**src/design/cpvpi_pkg.sv**
```systemverilog
// cpvpi_pkg: shared types, register map, mode codes and reset values for the
// cascaded position/velocity pi controller; no dependencies
`default_nettype none

package cpvpi_pkg;

    // fixed field widths
    localparam int MODE_W     = 2;
    localparam int GAIN_W     = 16;
    localparam int GAIN_FRAC  = 12;
    localparam int GRAV_W     = 21;
    localparam int CFG_IDX_W  = 3;
    localparam int CFG_DATA_W = 32;
    localparam int DIGIT_W    = 4;
    localparam int AXES       = 3;

    // mode codes of an input item
    localparam logic [MODE_W-1:0] MODE_RESET = 2'd0;
    localparam logic [MODE_W-1:0] MODE_HOLD  = 2'd1;
    localparam logic [MODE_W-1:0] MODE_FF    = 2'd2;

    // axis index of z
    localparam logic [1:0] AXIS_Z = 2'd2;

    // register map
    localparam logic [CFG_IDX_W-1:0] REG_POS_GAIN_H = 3'd0;
    localparam logic [CFG_IDX_W-1:0] REG_POS_GAIN_V = 3'd1;
    localparam logic [CFG_IDX_W-1:0] REG_VEL_KP_H   = 3'd2;
    localparam logic [CFG_IDX_W-1:0] REG_VEL_KI_H   = 3'd3;
    localparam logic [CFG_IDX_W-1:0] REG_VEL_KP_V   = 3'd4;
    localparam logic [CFG_IDX_W-1:0] REG_VEL_KI_V   = 3'd5;
    localparam logic [CFG_IDX_W-1:0] REG_GRAVITY    = 3'd6;

    // register reset values
    localparam logic [GAIN_W-1:0] RST_POS_GAIN_H = 16'd3686;
    localparam logic [GAIN_W-1:0] RST_POS_GAIN_V = 16'd4096;
    localparam logic [GAIN_W-1:0] RST_VEL_KP_H   = 16'd8192;
    localparam logic [GAIN_W-1:0] RST_VEL_KI_H   = 16'd1638;
    localparam logic [GAIN_W-1:0] RST_VEL_KP_V   = 16'd16384;
    localparam logic [GAIN_W-1:0] RST_VEL_KI_V   = 16'd8192;
    localparam logic [GRAV_W-1:0] RST_GRAVITY    = 21'd642908;

    typedef struct packed {
        logic [GAIN_W-1:0] pos_gain_h;
        logic [GAIN_W-1:0] pos_gain_v;
        logic [GAIN_W-1:0] vel_kp_h;
        logic [GAIN_W-1:0] vel_ki_h;
        logic [GAIN_W-1:0] vel_kp_v;
        logic [GAIN_W-1:0] vel_ki_v;
        logic [GRAV_W-1:0] gravity;
    } t_cfg;

    // top level to loop sequencer
    typedef struct packed {
        logic run;
        logic clear;
    } t_loop_ctl;

    // loop sequencer to top level
    typedef struct packed {
        logic busy;
        logic done;
    } t_loop_sts;

    typedef enum logic [1:0] {
        TS_IDLE,
        TS_LOOP,
        TS_FORM
    } t_top_state;

    typedef enum logic [3:0] {
        LS_IDLE,
        LS_POS_GO,
        LS_POS_WAIT,
        LS_INT_GO,
        LS_INT_WAIT,
        LS_KP_GO,
        LS_KP_WAIT,
        LS_KI_GO,
        LS_KI_WAIT,
        LS_OUT
    } t_loop_state;

endpackage

`default_nettype wire

```
**src/design/cpvpi_cfg.sv**
```systemverilog
// cpvpi_cfg: configuration register file for gains and gravity
// depends on cpvpi_pkg
`default_nettype none

module cpvpi_cfg (
    input  logic                             i_clk,
    input  logic                             i_rst_n,
    input  logic                             i_cfg_valid,
    output logic                             o_cfg_ready,
    input  logic [cpvpi_pkg::CFG_IDX_W-1:0]  i_cfg_index,
    input  logic [cpvpi_pkg::CFG_DATA_W-1:0] i_cfg_data,
    output cpvpi_pkg::t_cfg                  o_cfg
);
    import cpvpi_pkg::*;

    t_cfg r_cfg;
    logic w_wr;

    // writes are taken in any cycle
    assign o_cfg_ready = 1'b1;
    assign w_wr        = i_cfg_valid && o_cfg_ready;
    assign o_cfg       = r_cfg;

    // register write, unknown indexes ignored
    always_ff @(posedge i_clk) begin
        if (!i_rst_n) begin
            r_cfg.pos_gain_h <= RST_POS_GAIN_H;
            r_cfg.pos_gain_v <= RST_POS_GAIN_V;
            r_cfg.vel_kp_h   <= RST_VEL_KP_H;
            r_cfg.vel_ki_h   <= RST_VEL_KI_H;
            r_cfg.vel_kp_v   <= RST_VEL_KP_V;
            r_cfg.vel_ki_v   <= RST_VEL_KI_V;
            r_cfg.gravity    <= RST_GRAVITY;
        end else if (w_wr) begin
            case (i_cfg_index)
                REG_POS_GAIN_H: r_cfg.pos_gain_h <= i_cfg_data[GAIN_W-1:0];
                REG_POS_GAIN_V: r_cfg.pos_gain_v <= i_cfg_data[GAIN_W-1:0];
                REG_VEL_KP_H:   r_cfg.vel_kp_h   <= i_cfg_data[GAIN_W-1:0];
                REG_VEL_KI_H:   r_cfg.vel_ki_h   <= i_cfg_data[GAIN_W-1:0];
                REG_VEL_KP_V:   r_cfg.vel_kp_v   <= i_cfg_data[GAIN_W-1:0];
                REG_VEL_KI_V:   r_cfg.vel_ki_v   <= i_cfg_data[GAIN_W-1:0];
                REG_GRAVITY:    r_cfg.gravity    <= i_cfg_data[GRAV_W-1:0];
                default: ;
            endcase
        end
    end

endmodule

`default_nettype wire

```
**src/design/cpvpi_mul.sv**
```systemverilog
// cpvpi_mul: digit-serial multiplier, signed multiplicand by unsigned multiplier,
// one 4-bit digit of the multiplier per cycle, most significant digit first
// depends on cpvpi_pkg
`default_nettype none

module cpvpi_mul #(
    parameter int A_W = 32,
    parameter int M_W = 16
) (
    input  logic                   i_clk,
    input  logic                   i_rst_n,
    input  logic                   i_start,
    input  logic signed [A_W-1:0]  i_a,
    input  logic [M_W-1:0]         i_m,
    output logic                   o_done,
    output logic signed [A_W+M_W:0] o_prod
);
    import cpvpi_pkg::*;

    localparam int P_W   = A_W + M_W + 1;
    localparam int N_DIG = M_W / DIGIT_W;
    localparam int CNT_W = (N_DIG > 1) ? $clog2(N_DIG) : 1;
    localparam logic [CNT_W-1:0] LAST = CNT_W'(N_DIG - 1);

    logic                      r_busy;
    logic                      r_done;
    logic [CNT_W-1:0]          r_cnt;
    logic signed [A_W-1:0]     r_a;
    logic [M_W-1:0]            r_m;
    logic signed [P_W-1:0]     r_acc;
    logic [DIGIT_W-1:0]        w_digit;
    logic signed [A_W+DIGIT_W:0] w_pp;

    // partial product of the current digit
    assign w_digit = r_m[M_W-1 -: DIGIT_W];
    assign w_pp    = r_a * $signed({1'b0, w_digit});
    assign o_done  = r_done;
    assign o_prod  = r_acc;

    // digit counter and done flag
    always_ff @(posedge i_clk) begin
        if (!i_rst_n) begin
            r_busy <= 1'b0;
            r_done <= 1'b0;
            r_cnt  <= '0;
        end else begin
            r_done <= 1'b0;
            if (i_start) begin
                r_busy <= 1'b1;
                r_cnt  <= '0;
            end else if (r_busy) begin
                r_cnt <= r_cnt + 1'b1;
                if (r_cnt == LAST) begin
                    r_busy <= 1'b0;
                    r_done <= 1'b1;
                end
            end
        end
    end

    // shift and accumulate
    always_ff @(posedge i_clk) begin
        if (i_start) begin
            r_a   <= i_a;
            r_m   <= i_m;
            r_acc <= '0;
        end else if (r_busy) begin
            r_acc <= (r_acc <<< DIGIT_W) + P_W'(w_pp);
            r_m   <= r_m << DIGIT_W;
        end
    end

`ifndef SYNTHESIS
    // a new product never starts over one in progress
    a_start_idle: assert property (@(posedge i_clk) disable iff (!i_rst_n)
        i_start |-> !r_busy)
        else $error("multiplier started while busy");
`endif

endmodule

`default_nettype wire

```
**src/design/cpvpi_loop.sv**
```systemverilog
// cpvpi_loop: per-axis sequencer of the position and velocity pi loops, owns the
// integrators and the held command; depends on cpvpi_pkg and cpvpi_mul
`default_nettype none

module cpvpi_loop #(
    parameter int DATA_WIDTH = 32,
    parameter int FRAC_BITS  = 16
) (
    input  logic                          i_clk,
    input  logic                          i_rst_n,
    input  cpvpi_pkg::t_cfg               i_cfg,
    input  cpvpi_pkg::t_loop_ctl          i_ctl,
    output cpvpi_pkg::t_loop_sts          o_sts,
    input  logic signed [DATA_WIDTH-1:0]  i_tgt  [3],
    input  logic signed [DATA_WIDTH-1:0]  i_pos  [3],
    input  logic signed [DATA_WIDTH-1:0]  i_vel  [3],
    output logic signed [DATA_WIDTH-1:0]  o_held [3]
);
    import cpvpi_pkg::*;

    localparam int DW     = DATA_WIDTH;
    localparam int F      = FRAC_BITS;
    localparam int DT_Q   = ((1 << F) * 2 + 50) / 100;
    localparam int DT_W   = $clog2(DT_Q + 1);
    localparam int M_RAW  = (DT_W > GAIN_W) ? DT_W : GAIN_W;
    localparam int M_W    = ((M_RAW + DIGIT_W - 1) / DIGIT_W) * DIGIT_W;
    localparam int A_W    = (DW > F + 2) ? DW : F + 2;
    localparam int P_W    = A_W + M_W + 1;
    localparam int PS_W   = P_W + 1;
    localparam int IN_W   = F + 2;
    localparam int VL_W   = (F + 9 > DW) ? F + 9 : DW;

    localparam logic [M_W-1:0]          DT_M     = M_W'(DT_Q);
    localparam logic signed [DW-1:0]    D_MAX    = {1'b0, {(DW-1){1'b1}}};
    localparam logic signed [DW-1:0]    D_MIN    = {1'b1, {(DW-1){1'b0}}};
    localparam logic signed [VL_W-1:0]  VI_LIM   = VL_W'(1) << (F + 7);
    localparam logic signed [P_W-1:0]   IN_LIM_P = P_W'(1) << F;
    localparam logic signed [IN_W-1:0]  INT_ONE  = IN_W'(1) << F;
    localparam logic signed [PS_W-1:0]  U_LIM    = PS_W'(1) << (F + 1);
    localparam logic signed [P_W-1:0]   HALF_F   = P_W'(1) << (F - 1);
    localparam logic signed [P_W-1:0]   HALF_G   = P_W'(1) << (GAIN_FRAC - 1);
    localparam logic signed [PS_W-1:0]  HALF_GS  = PS_W'(1) << (GAIN_FRAC - 1);

    t_loop_state r_state, n_state;
    logic [1:0]  r_axis, n_axis;

    logic signed [IN_W-1:0] r_integ [3];
    logic signed [DW-1:0]   r_held  [3];
    logic signed [DW-1:0]   r_verr;
    logic signed [IN_W-1:0] r_in;
    logic signed [P_W-1:0]  r_psum;
    logic signed [PS_W-1:0] r_usum;

    logic                   w_start;
    logic                   w_mul_done;
    logic signed [P_W-1:0]  w_prod;
    logic signed [A_W-1:0]  w_mul_a;
    logic [M_W-1:0]         w_mul_m;
    logic                   w_hz;

    logic signed [DW-1:0]   w_tgt, w_pos, w_vel;
    logic signed [DW:0]     w_perr_x;
    logic signed [DW-1:0]   w_perr;
    logic signed [P_W-1:0]  w_vdes_r;
    logic signed [DW-1:0]   w_vdes;
    logic signed [DW:0]     w_verr_x;
    logic signed [DW-1:0]   w_verr;
    logic signed [VL_W-1:0] w_vl;
    logic signed [VL_W-1:0] w_vi_l;
    logic signed [DW-1:0]   w_vi;
    logic signed [P_W-1:0]  w_di;
    logic signed [P_W-1:0]  w_in_sum;
    logic signed [IN_W-1:0] w_in_new;
    logic signed [PS_W-1:0] w_u_r;
    logic signed [PS_W-1:0] w_u_c;
    logic signed [DW-1:0]   w_u;

    // shared multiplier
    cpvpi_mul #(
        .A_W (A_W),
        .M_W (M_W)
    ) u_mul (
        .i_clk   (i_clk),
        .i_rst_n (i_rst_n),
        .i_start (w_start),
        .i_a     (w_mul_a),
        .i_m     (w_mul_m),
        .o_done  (w_mul_done),
        .o_prod  (w_prod)
    );

    // operands of the axis in work
    assign w_hz  = (r_axis == AXIS_Z);
    assign w_tgt = i_tgt[r_axis];
    assign w_pos = i_pos[r_axis];
    assign w_vel = i_vel[r_axis];

    // position error, saturated
    assign w_perr_x = (DW+1)'(w_tgt) - (DW+1)'(w_pos);
    assign w_perr   = (w_perr_x[DW] == w_perr_x[DW-1]) ? w_perr_x[DW-1:0] :
                      (w_perr_x[DW] ? D_MIN : D_MAX);

    // desired velocity from the gain product, rounded and saturated
    assign w_vdes_r = (w_prod + HALF_G) >>> GAIN_FRAC;
    assign w_vdes   = ((&w_vdes_r[P_W-1:DW-1]) || !(|w_vdes_r[P_W-1:DW-1])) ?
                      w_vdes_r[DW-1:0] : (w_vdes_r[P_W-1] ? D_MIN : D_MAX);

    // velocity error, saturated
    assign w_verr_x = (DW+1)'(w_vdes) - (DW+1)'(w_vel);
    assign w_verr   = (w_verr_x[DW] == w_verr_x[DW-1]) ? w_verr_x[DW-1:0] :
                      (w_verr_x[DW] ? D_MIN : D_MAX);

    // integrator input limited to +-128
    assign w_vl   = VL_W'(r_verr);
    assign w_vi_l = (w_vl > VI_LIM) ? VI_LIM : ((w_vl < -VI_LIM) ? -VI_LIM : w_vl);
    assign w_vi   = DW'(w_vi_l);

    // integrator update, clamped to +-1
    assign w_di     = (w_prod + HALF_F) >>> F;
    assign w_in_sum = P_W'(r_integ[r_axis]) + w_di;
    assign w_in_new = (w_in_sum > IN_LIM_P) ? INT_ONE :
                      ((w_in_sum < -IN_LIM_P) ? -INT_ONE : IN_W'(w_in_sum));

    // pi output, rounded, clamped to +-2 and fitted to the data width
    assign w_u_r = (r_usum + HALF_GS) >>> GAIN_FRAC;
    assign w_u_c = (w_u_r > U_LIM) ? U_LIM : ((w_u_r < -U_LIM) ? -U_LIM : w_u_r);
    assign w_u   = ((&w_u_c[PS_W-1:DW-1]) || !(|w_u_c[PS_W-1:DW-1])) ?
                   w_u_c[DW-1:0] : (w_u_c[PS_W-1] ? D_MIN : D_MAX);

    // multiplier operand selection
    always_comb begin
        case (r_state)
            LS_POS_GO: begin
                w_mul_a = A_W'(w_perr);
                w_mul_m = M_W'(w_hz ? i_cfg.pos_gain_v : i_cfg.pos_gain_h);
            end
            LS_INT_GO: begin
                w_mul_a = A_W'(w_vi);
                w_mul_m = DT_M;
            end
            LS_KP_GO: begin
                w_mul_a = A_W'(r_verr);
                w_mul_m = M_W'(w_hz ? i_cfg.vel_kp_v : i_cfg.vel_kp_h);
            end
            default: begin
                w_mul_a = A_W'(r_in);
                w_mul_m = M_W'(w_hz ? i_cfg.vel_ki_v : i_cfg.vel_ki_h);
            end
        endcase
    end

    // sequencer state register
    always_ff @(posedge i_clk) begin
        if (!i_rst_n) begin
            r_state <= LS_IDLE;
            r_axis  <= '0;
        end else begin
            r_state <= n_state;
            r_axis  <= n_axis;
        end
    end

    // sequencer next state and outputs
    always_comb begin
        n_state    = r_state;
        n_axis     = r_axis;
        w_start    = 1'b0;
        o_sts.busy = (r_state != LS_IDLE);
        o_sts.done = 1'b0;
        case (r_state)
            LS_IDLE: begin
                if (i_ctl.run) begin
                    n_axis  = '0;
                    n_state = LS_POS_GO;
                end
            end
            LS_POS_GO: begin
                w_start = 1'b1;
                n_state = LS_POS_WAIT;
            end
            LS_POS_WAIT: if (w_mul_done) n_state = LS_INT_GO;
            LS_INT_GO: begin
                w_start = 1'b1;
                n_state = LS_INT_WAIT;
            end
            LS_INT_WAIT: if (w_mul_done) n_state = LS_KP_GO;
            LS_KP_GO: begin
                w_start = 1'b1;
                n_state = LS_KP_WAIT;
            end
            LS_KP_WAIT: if (w_mul_done) n_state = LS_KI_GO;
            LS_KI_GO: begin
                w_start = 1'b1;
                n_state = LS_KI_WAIT;
            end
            LS_KI_WAIT: if (w_mul_done) n_state = LS_OUT;
            LS_OUT: begin
                if (r_axis == AXIS_Z) begin
                    o_sts.done = 1'b1;
                    n_state    = LS_IDLE;
                end else begin
                    n_axis  = r_axis + 2'd1;
                    n_state = LS_POS_GO;
                end
            end
            default: n_state = LS_IDLE;
        endcase
    end

    // integrators and held command
    always_ff @(posedge i_clk) begin
        if (!i_rst_n) begin
            for (int k = 0; k < AXES; k++) begin
                r_integ[k] <= '0;
                r_held[k]  <= '0;
            end
        end else begin
            if (i_ctl.clear) begin
                for (int k = 0; k < AXES; k++) begin
                    r_integ[k] <= '0;
                end
            end else if (r_state == LS_INT_WAIT && w_mul_done) begin
                r_integ[r_axis] <= w_in_new;
            end
            if (r_state == LS_OUT) begin
                r_held[r_axis] <= w_u;
            end
        end
    end

    // intermediate results of the axis in work
    always_ff @(posedge i_clk) begin
        if (r_state == LS_POS_WAIT && w_mul_done) r_verr <= w_verr;
        if (r_state == LS_INT_WAIT && w_mul_done) r_in <= w_in_new;
        if (r_state == LS_KP_WAIT && w_mul_done) r_psum <= w_prod;
        if (r_state == LS_KI_WAIT && w_mul_done) r_usum <= PS_W'(r_psum) + PS_W'(w_prod);
    end

    assign o_held = r_held;

`ifndef SYNTHESIS
    // a new run only starts from idle
    a_run_idle: assert property (@(posedge i_clk) disable iff (!i_rst_n)
        i_ctl.run |-> r_state == LS_IDLE)
        else $error("loop run requested while busy");

    // integrators stay within +-1
    a_integ_range: assert property (@(posedge i_clk) disable iff (!i_rst_n)
        r_integ[0] <= INT_ONE && r_integ[0] >= -INT_ONE &&
        r_integ[1] <= INT_ONE && r_integ[1] >= -INT_ONE &&
        r_integ[2] <= INT_ONE && r_integ[2] >= -INT_ONE)
        else $error("integrator out of range");
`endif

endmodule

`default_nettype wire

```
**src/design/cascaded_position_velocity_pi_top.sv**
```systemverilog
// cascaded_position_velocity_pi_top: item handshakes, mode handling, gravity and
// output register; depends on cpvpi_pkg, cpvpi_cfg and cpvpi_loop
//
//  channel  | handshake                  | payload
//  ---------+----------------------------+----------------------------------------
//  input    | i_in_valid / o_in_ready    | i_mode, i_target_*, i_meas_pos_*, i_meas_vel_*
//  output   | o_out_valid / i_out_ready  | o_acc_x, o_acc_y, o_acc_z, o_fresh
//  config   | i_cfg_valid / o_cfg_ready  | i_cfg_index, i_cfg_data
//
// an item that needs no loop update passes the forming step into the output register
// a hold item on an even tick runs the loop: one shared digit-serial multiplier
// (four 4-bit digits at 16 fraction bits) does four products per axis, axes in turn
// the next item is taken while the output register still waits to be taken
// a stalled output holds the block in its forming step until the register frees
// synchronous active-low reset; the config port takes a write in every cycle
`default_nettype none

module cascaded_position_velocity_pi_top #(
    parameter int DATA_WIDTH = 32,
    parameter int FRAC_BITS  = 16
) (
    input  logic                             i_clk,
    input  logic                             i_rst_n,
    input  logic                             i_in_valid,
    output logic                             o_in_ready,
    input  logic [cpvpi_pkg::MODE_W-1:0]     i_mode,
    input  logic signed [DATA_WIDTH-1:0]     i_target_x,
    input  logic signed [DATA_WIDTH-1:0]     i_target_y,
    input  logic signed [DATA_WIDTH-1:0]     i_target_z,
    input  logic signed [DATA_WIDTH-1:0]     i_meas_pos_x,
    input  logic signed [DATA_WIDTH-1:0]     i_meas_pos_y,
    input  logic signed [DATA_WIDTH-1:0]     i_meas_pos_z,
    input  logic signed [DATA_WIDTH-1:0]     i_meas_vel_x,
    input  logic signed [DATA_WIDTH-1:0]     i_meas_vel_y,
    input  logic signed [DATA_WIDTH-1:0]     i_meas_vel_z,
    output logic                             o_out_valid,
    input  logic                             i_out_ready,
    output logic signed [DATA_WIDTH-1:0]     o_acc_x,
    output logic signed [DATA_WIDTH-1:0]     o_acc_y,
    output logic signed [DATA_WIDTH-1:0]     o_acc_z,
    output logic                             o_fresh,
    input  logic                             i_cfg_valid,
    output logic                             o_cfg_ready,
    input  logic [cpvpi_pkg::CFG_IDX_W-1:0]  i_cfg_index,
    input  logic [cpvpi_pkg::CFG_DATA_W-1:0] i_cfg_data
);
    import cpvpi_pkg::*;

    localparam int DW    = DATA_WIDTH;
    localparam int SUM_W = ((DW > GRAV_W) ? DW : GRAV_W) + 2;
    localparam logic signed [DW-1:0] D_MAX = {1'b0, {(DW-1){1'b1}}};
    localparam logic signed [DW-1:0] D_MIN = {1'b1, {(DW-1){1'b0}}};

    t_top_state r_state, n_state;
    t_cfg       w_cfg;
    t_loop_ctl  w_ctl;
    t_loop_sts  w_sts;

    logic                 r_phase;
    logic [MODE_W-1:0]    r_mode;
    logic                 r_fresh;
    logic signed [DW-1:0] r_tgt [3];
    logic signed [DW-1:0] r_pos [3];
    logic signed [DW-1:0] r_vel [3];
    logic signed [DW-1:0] w_held [3];

    logic                 r_out_valid;
    logic signed [DW-1:0] r_acc_x, r_acc_y, r_acc_z;
    logic                 r_out_fresh;

    logic                    w_accept;
    logic                    w_load;
    logic signed [DW-1:0]    w_cmd_x, w_cmd_y, w_cmd_z;
    logic signed [SUM_W-1:0] w_grav;
    logic signed [SUM_W-1:0] w_zsum;
    logic signed [DW-1:0]    w_zsat;
    logic signed [DW-1:0]    w_gsat;
    logic signed [DW-1:0]    w_z_out;

    // configuration registers
    cpvpi_cfg u_cfg (
        .i_clk       (i_clk),
        .i_rst_n     (i_rst_n),
        .i_cfg_valid (i_cfg_valid),
        .o_cfg_ready (o_cfg_ready),
        .i_cfg_index (i_cfg_index),
        .i_cfg_data  (i_cfg_data),
        .o_cfg       (w_cfg)
    );

    // cascaded loop over the three axes
    cpvpi_loop #(
        .DATA_WIDTH (DATA_WIDTH),
        .FRAC_BITS  (FRAC_BITS)
    ) u_loop (
        .i_clk   (i_clk),
        .i_rst_n (i_rst_n),
        .i_cfg   (w_cfg),
        .i_ctl   (w_ctl),
        .o_sts   (w_sts),
        .i_tgt   (r_tgt),
        .i_pos   (r_pos),
        .i_vel   (r_vel),
        .o_held  (w_held)
    );

    // control state register
    always_ff @(posedge i_clk) begin
        if (!i_rst_n) begin
            r_state <= TS_IDLE;
        end else begin
            r_state <= n_state;
        end
    end

    // next state, handshake and loop control
    always_comb begin
        n_state     = r_state;
        o_in_ready  = 1'b0;
        w_accept    = 1'b0;
        w_load      = 1'b0;
        w_ctl.run   = 1'b0;
        w_ctl.clear = 1'b0;
        case (r_state)
            TS_IDLE: begin
                o_in_ready = 1'b1;
                w_accept   = i_in_valid;
                if (w_accept) begin
                    if (i_mode == MODE_HOLD) begin
                        if (!r_phase) begin
                            w_ctl.run = 1'b1;
                            n_state   = TS_LOOP;
                        end else begin
                            n_state = TS_FORM;
                        end
                    end else begin
                        w_ctl.clear = 1'b1;
                        n_state     = TS_FORM;
                    end
                end
            end
            TS_LOOP: if (w_sts.done) n_state = TS_FORM;
            TS_FORM: begin
                w_load = !r_out_valid || i_out_ready;
                if (w_load) n_state = TS_IDLE;
            end
            default: n_state = TS_IDLE;
        endcase
    end

    // tick phase toggles on every item
    always_ff @(posedge i_clk) begin
        if (!i_rst_n) begin
            r_phase <= 1'b0;
        end else if (w_accept) begin
            r_phase <= !r_phase;
        end
    end

    // capture of the input item
    always_ff @(posedge i_clk) begin
        if (w_accept) begin
            r_mode   <= i_mode;
            r_fresh  <= (i_mode == MODE_HOLD) && !r_phase;
            r_tgt[0] <= i_target_x;
            r_tgt[1] <= i_target_y;
            r_tgt[2] <= i_target_z;
            r_pos[0] <= i_meas_pos_x;
            r_pos[1] <= i_meas_pos_y;
            r_pos[2] <= i_meas_pos_z;
            r_vel[0] <= i_meas_vel_x;
            r_vel[1] <= i_meas_vel_y;
            r_vel[2] <= i_meas_vel_z;
        end
    end

    // command by mode; undefined mode behaves as feedforward
    always_comb begin
        case (r_mode)
            MODE_RESET: begin
                w_cmd_x = '0;
                w_cmd_y = '0;
                w_cmd_z = '0;
            end
            MODE_HOLD: begin
                w_cmd_x = w_held[0];
                w_cmd_y = w_held[1];
                w_cmd_z = w_held[2];
            end
            default: begin
                w_cmd_x = r_tgt[0];
                w_cmd_y = r_tgt[1];
                w_cmd_z = r_tgt[2];
            end
        endcase
    end

    // gravity on z, saturated; an all-zero result falls back to gravity alone
    assign w_grav  = $signed(SUM_W'(w_cfg.gravity));
    assign w_zsum  = SUM_W'(w_cmd_z) + w_grav;
    assign w_zsat  = ((&w_zsum[SUM_W-1:DW-1]) || !(|w_zsum[SUM_W-1:DW-1])) ?
                     w_zsum[DW-1:0] : (w_zsum[SUM_W-1] ? D_MIN : D_MAX);
    assign w_gsat  = (!(|w_grav[SUM_W-1:DW-1])) ? w_grav[DW-1:0] : D_MAX;
    assign w_z_out = (w_cmd_x == '0 && w_cmd_y == '0 && w_zsat == '0) ? w_gsat : w_zsat;

    // output register
    always_ff @(posedge i_clk) begin
        if (!i_rst_n) begin
            r_out_valid <= 1'b0;
        end else if (w_load) begin
            r_out_valid <= 1'b1;
        end else if (i_out_ready) begin
            r_out_valid <= 1'b0;
        end
    end

    always_ff @(posedge i_clk) begin
        if (w_load) begin
            r_acc_x     <= w_cmd_x;
            r_acc_y     <= w_cmd_y;
            r_acc_z     <= w_z_out;
            r_out_fresh <= r_fresh;
        end
    end

    assign o_out_valid = r_out_valid;
    assign o_acc_x     = r_acc_x;
    assign o_acc_y     = r_acc_y;
    assign o_acc_z     = r_acc_z;
    assign o_fresh     = r_out_fresh;

`ifndef SYNTHESIS
    // loop completion only while waiting on it
    a_done_in_loop: assert property (@(posedge i_clk) disable iff (!i_rst_n)
        w_sts.done |-> r_state == TS_LOOP)
        else $error("loop done outside loop wait");

    // loop is never busy while a new item can be taken
    a_idle_quiet: assert property (@(posedge i_clk) disable iff (!i_rst_n)
        r_state == TS_IDLE |-> !w_sts.busy)
        else $error("loop busy while top idle");

    // an even hold tick goes to the loop
    a_fresh_runs: assert property (@(posedge i_clk) disable iff (!i_rst_n)
        (i_in_valid && o_in_ready && i_mode == MODE_HOLD && !r_phase)
            |=> r_state == TS_LOOP)
        else $error("fresh hold item did not start the loop");
`endif

endmodule

`default_nettype wire

```
**config.mk**
```make
export PLATFORM = sky130hd
export DESIGN_NAME = cascaded_position_velocity_pi_top
export DESIGN_NICKNAME = d
export VERILOG_FILES = /design/src/design/cpvpi_pkg.sv /design/src/design/cpvpi_cfg.sv /design/src/design/cpvpi_mul.sv /design/src/design/cpvpi_loop.sv /design/src/design/cascaded_position_velocity_pi_top.sv
export SDC_FILE = /design/constraint.sdc
export NUM_CORES = 2
export LEC_CHECK = 0
export BUFFER_PORTS_ARGS = -buffer_cell sky130_fd_sc_hd__buf_2
export CORE_MARGIN = 2
export CORE_UTILIZATION = 40
export DETAILED_ROUTE_END_ITERATION = 6
export HOLD_SLACK_MARGIN = 0.02
export PLACE_DENSITY = 0.67
export SYNTH_ARGS = -nofsm -noshare
export SYNTH_HDL_FRONTEND = slang
export SYNTH_SLANG_ARGS = --single-unit
```
**constraint.sdc**
```tcl
create_clock -name i_clk -period 13.9 [get_ports i_clk]
set_input_delay 1.39 -clock i_clk [delete_from_list [all_inputs] [get_ports i_clk]]
set_output_delay 1.39 -clock i_clk [all_outputs]
set_load 0.02 [all_outputs]
```
==> flow_summary.json <==
{
  "power_frac_seq_pct": 28.7,
  "synth_edf_count": 646,
  "antenna_found_initial": 22,
  "routed_wl_um": 168000,
  "die-area_um2": 139000,
  "finalNetCount": 6353,
  "crit_path_max_fanout": 34,
  "drc": 0,
  "grt_pass1_vias": 40300,
  "synth.top_cell.area_share_pct": 35.8,
  "core_area_um2": 135000,
  "critical_path_class": "reg -> reg",
  "dr.pass1.iters": 6,
  "synthArstFlopShare_pct": 0,
  "synth_ff_type": "edfxtp_1",
  "clock_latency_ns": 0.72,
  "synth_area_leaders": "edfxtp_1 36%, dfxtp_1 10%, ha_1 6.4%",
  "hold_ws_ns": 0.421,
  "power_frac_clock_pct": 21.1,
  "switchingPower_mw": 5.22,
  "drt-wirelength-per-cell_um": 22.5,
  "reg2reg_from": "u_loop.u_mul.o_prod[15]",
  "start_kind": "register",
  "cts_tree": "built",
  "cts_resized": 0,
  "postSynthAreaPerCell_um2": 10.2,
  "hold_buffers": 0,
  "swShare_pct": 41.3,
  "ir_drop_mv": 0.152,
  "ios": 430,
  "synth_area_leader_cell": "edfxtp_1",
  "hold_violations": 0,
  "hold_start": "r_fresh",
  "overflow": 0,
  "max_freq_ghz": 0.117,
  "tightest_slew_ns": 1.20,
  "maxCapViolations": 0,
  "ant_nets": 0,
  "min_period_over_period_pct": 61.6,
  "p_leak_nw": 23.1,
  "grt_pass1_wl_um": 248000,
  "hp-class": "reg -> reg",
  "start_util_pct": 40.2,
  "port_buffers": 417,
  "grt_max_degree": 188,
  "track_usage_pct": 23.4,
  "fin_ws_ns": 5.33,
  "clk_path_buf_depth": 3,
  "period_minus_slack_ns": 8.57,
  "grt_setup_unrepaired": "no",
  "yosysWarningCount": 0,
  "layout_commonest_cell": "nand2_1",
  "clock-sinks": 924,
  "cts_max_level": 3,
  "setup_tns_ns": 0,
  "setup_violations": 0,
  "startpoint": "u_loop.u_mul.o_prod[15]",
  "power_density_nw_per_um2": 207,
  "vias": 43100,
  "place_ws_ns": 5.50,
  "gp_congestion": 0.952,
  "die_w_um": 372,
  "synth_seq_cells": 924,
  "comb_power_share_pct": 50.2,
  "drv_slew": 0,
  "netlist_area_um2": 54200,
  "intPower_mw": 7.44,
  "post_cts_buffers": 0,
  "status": "complete, no violations",
  "max_slew_margin_pct": 19.8,
  "final_util_pct": 45.3,
  "p_total_mw": 12.7,
  "rows": 135,
  "layout_common_cells": "691 x nand2_1, 646 x edfxtp_1, 440 x a21oi_1, 417 x buf_2, 361 x o21ai_0",
  "die_h_um": 372,
  "viasPerCell": 5.76,
  "dr.first_iter.drc_count": 4541,
  "seq_area_frac_synth_pct": 46.0,
  "area_growth_pct": 12.7,
  "dp_hpwl_um": 128000,
  "arrival_ns": 9.10,
  "end_kind": "register",
  "synthCells": 5325,
  "drive_gt1_share_pct": 14.0,
  "cts_buffers": 93,
  "root_buffer": "clkbuf_16",
  "crit_required_ns": 14.43,
  "clock_skew_ns": 0.0340,
  "clk_pin_slew_ns": 0.06,
  "ys_types": 112,
  "synth_nets": 6058
}
[final timing paths]
check                     end  slack, ns  cells past startpoint
max          u_loop.r_verr[1]       5.33                     26
min                   o_fresh       0.42                      0
max reg2reg  u_loop.r_verr[1]       5.33                     26
min reg2reg           o_fresh       0.42                      0
[cell families (layout without fill, tap and decap cells)]
group,count (synthesis),in the layout,share of synthesized area [%]
AO/OA/AOI/OAI,1302,1302,14.9
XOR/XNOR,264,264,4.28
adder cells (fa/ha/maj),413,413,11.2
buffers and inverters,362,736,2.85
flip-flops,924,924,46.0
multiplexers,209,209,4.33
other,1,5,0.00692
AND/OR/NAND/NOR,1850,1850,16.4
[power by group through the flow]
stage / Sequential, mW / Clock [mW] / Combinational (mW)
final: 3.63 / 2.67 / 6.36
after detailed placement: 3.68 / 0 / 6.22
after CTS: 3.62 / 2.70 / 6.27
after floorplan: 3.58 / 0 / 4.80
after global routing: 3.65 / 2.81 / 7.04
after global placement: 3.67 / 0 / 6.14
[cell usage after synthesis (16+ instances only)]
cell and instances:
buf_2 31, mux2i_1 170, and2_1 138, a21o_1 97, or3_1 16, nor2_1 347
nor2b_1 46, a21oi_1 440, dfxtp_1 278, xnor2_1 163, xor2_1 100, a211o_1 18
clkbuf_1 182, a21oi_2 39, and3_1 55, a211oi_1 36, nand2b_1 62, nand2_1 691
o21ai_1 23, a31oi_1 21, ha_1 278, mux4_2 18, inv_1 94, o21bai_1 22
nand3_1 160, o22ai_1 18, a22oi_1 27, edfxtp_1 646, nor4_1 49, nor3_1 114
o21ai_0 361, mux2_2 20, buf_1 21, fa_1 125, nand4_1 71, o21a_1 37
[metal layers]
layer  routed length [um]  share of wire (%)  GRT usage, %
met1                72400                 43          32.9
met2                76500                 45          36.6
met3                14500                8.6          4.87
met4                 4590                2.7          6.06
met5                  142              0.084             0
[per-stage QoR]
step | instance area (um2) | cells
floorplan | 54200 | 5325
global placement | 57800 | 7306
detailed placement | 57800 | 7306
CTS | 61100 | 7480
global route | 61100 | 7482
finish | 61100 | 7484
[registers in the layout, indices dropped and copies added (netlist names), 39 cells and up, named ones only]
signal / count
u_loop.r_psum: 49
r_tgt: 96
u_loop.r_integ: 72
u_loop.o_held: 96
u_cfg.o_cfg: 117
u_loop.r_usum: 39
u_loop.u_mul.o_prod: 49
r_pos: 96
r_vel: 96
[critical path: stages (launching register included)]
cell and delay [ns]:
dfxtp_1 0.66, ha_1 0.31, and3_1 0.23, and4_1 0.25
and3_1 0.22, nand3_1 0.15, nor3_1 0.50, nand2_1 0.19
xnor2_1 0.16, or4b_4 0.50, o2bb2ai_4 0.15, buf_4 0.50
nor2_4 0.03, buf_4 0.30, a21oi_2 0.21, ha_1 0.32
and3_1 0.25, a221o_1 0.33, a211oi_1 0.42, o31ai_2 0.16
a31oi_1 0.35, o31ai_1 0.20, a211oi_2 0.37, o21ai_1 0.14
xor2_2 0.45, nand2_1 0.63, a21oi_1 0.34
[cell type report]
type                    instances  area (um2)
clock inverters                51         519
flip-flops and latches        924       25000
clock buffers                 123        2770
well taps                    1781        2230
multi-input cells            4039       27800
inverters                      96         362
repair buffers                466        2480
diodes                          4        10.0
fillers                     12600       73900
No activity file was read; power rests on OpenSTA's default activity.
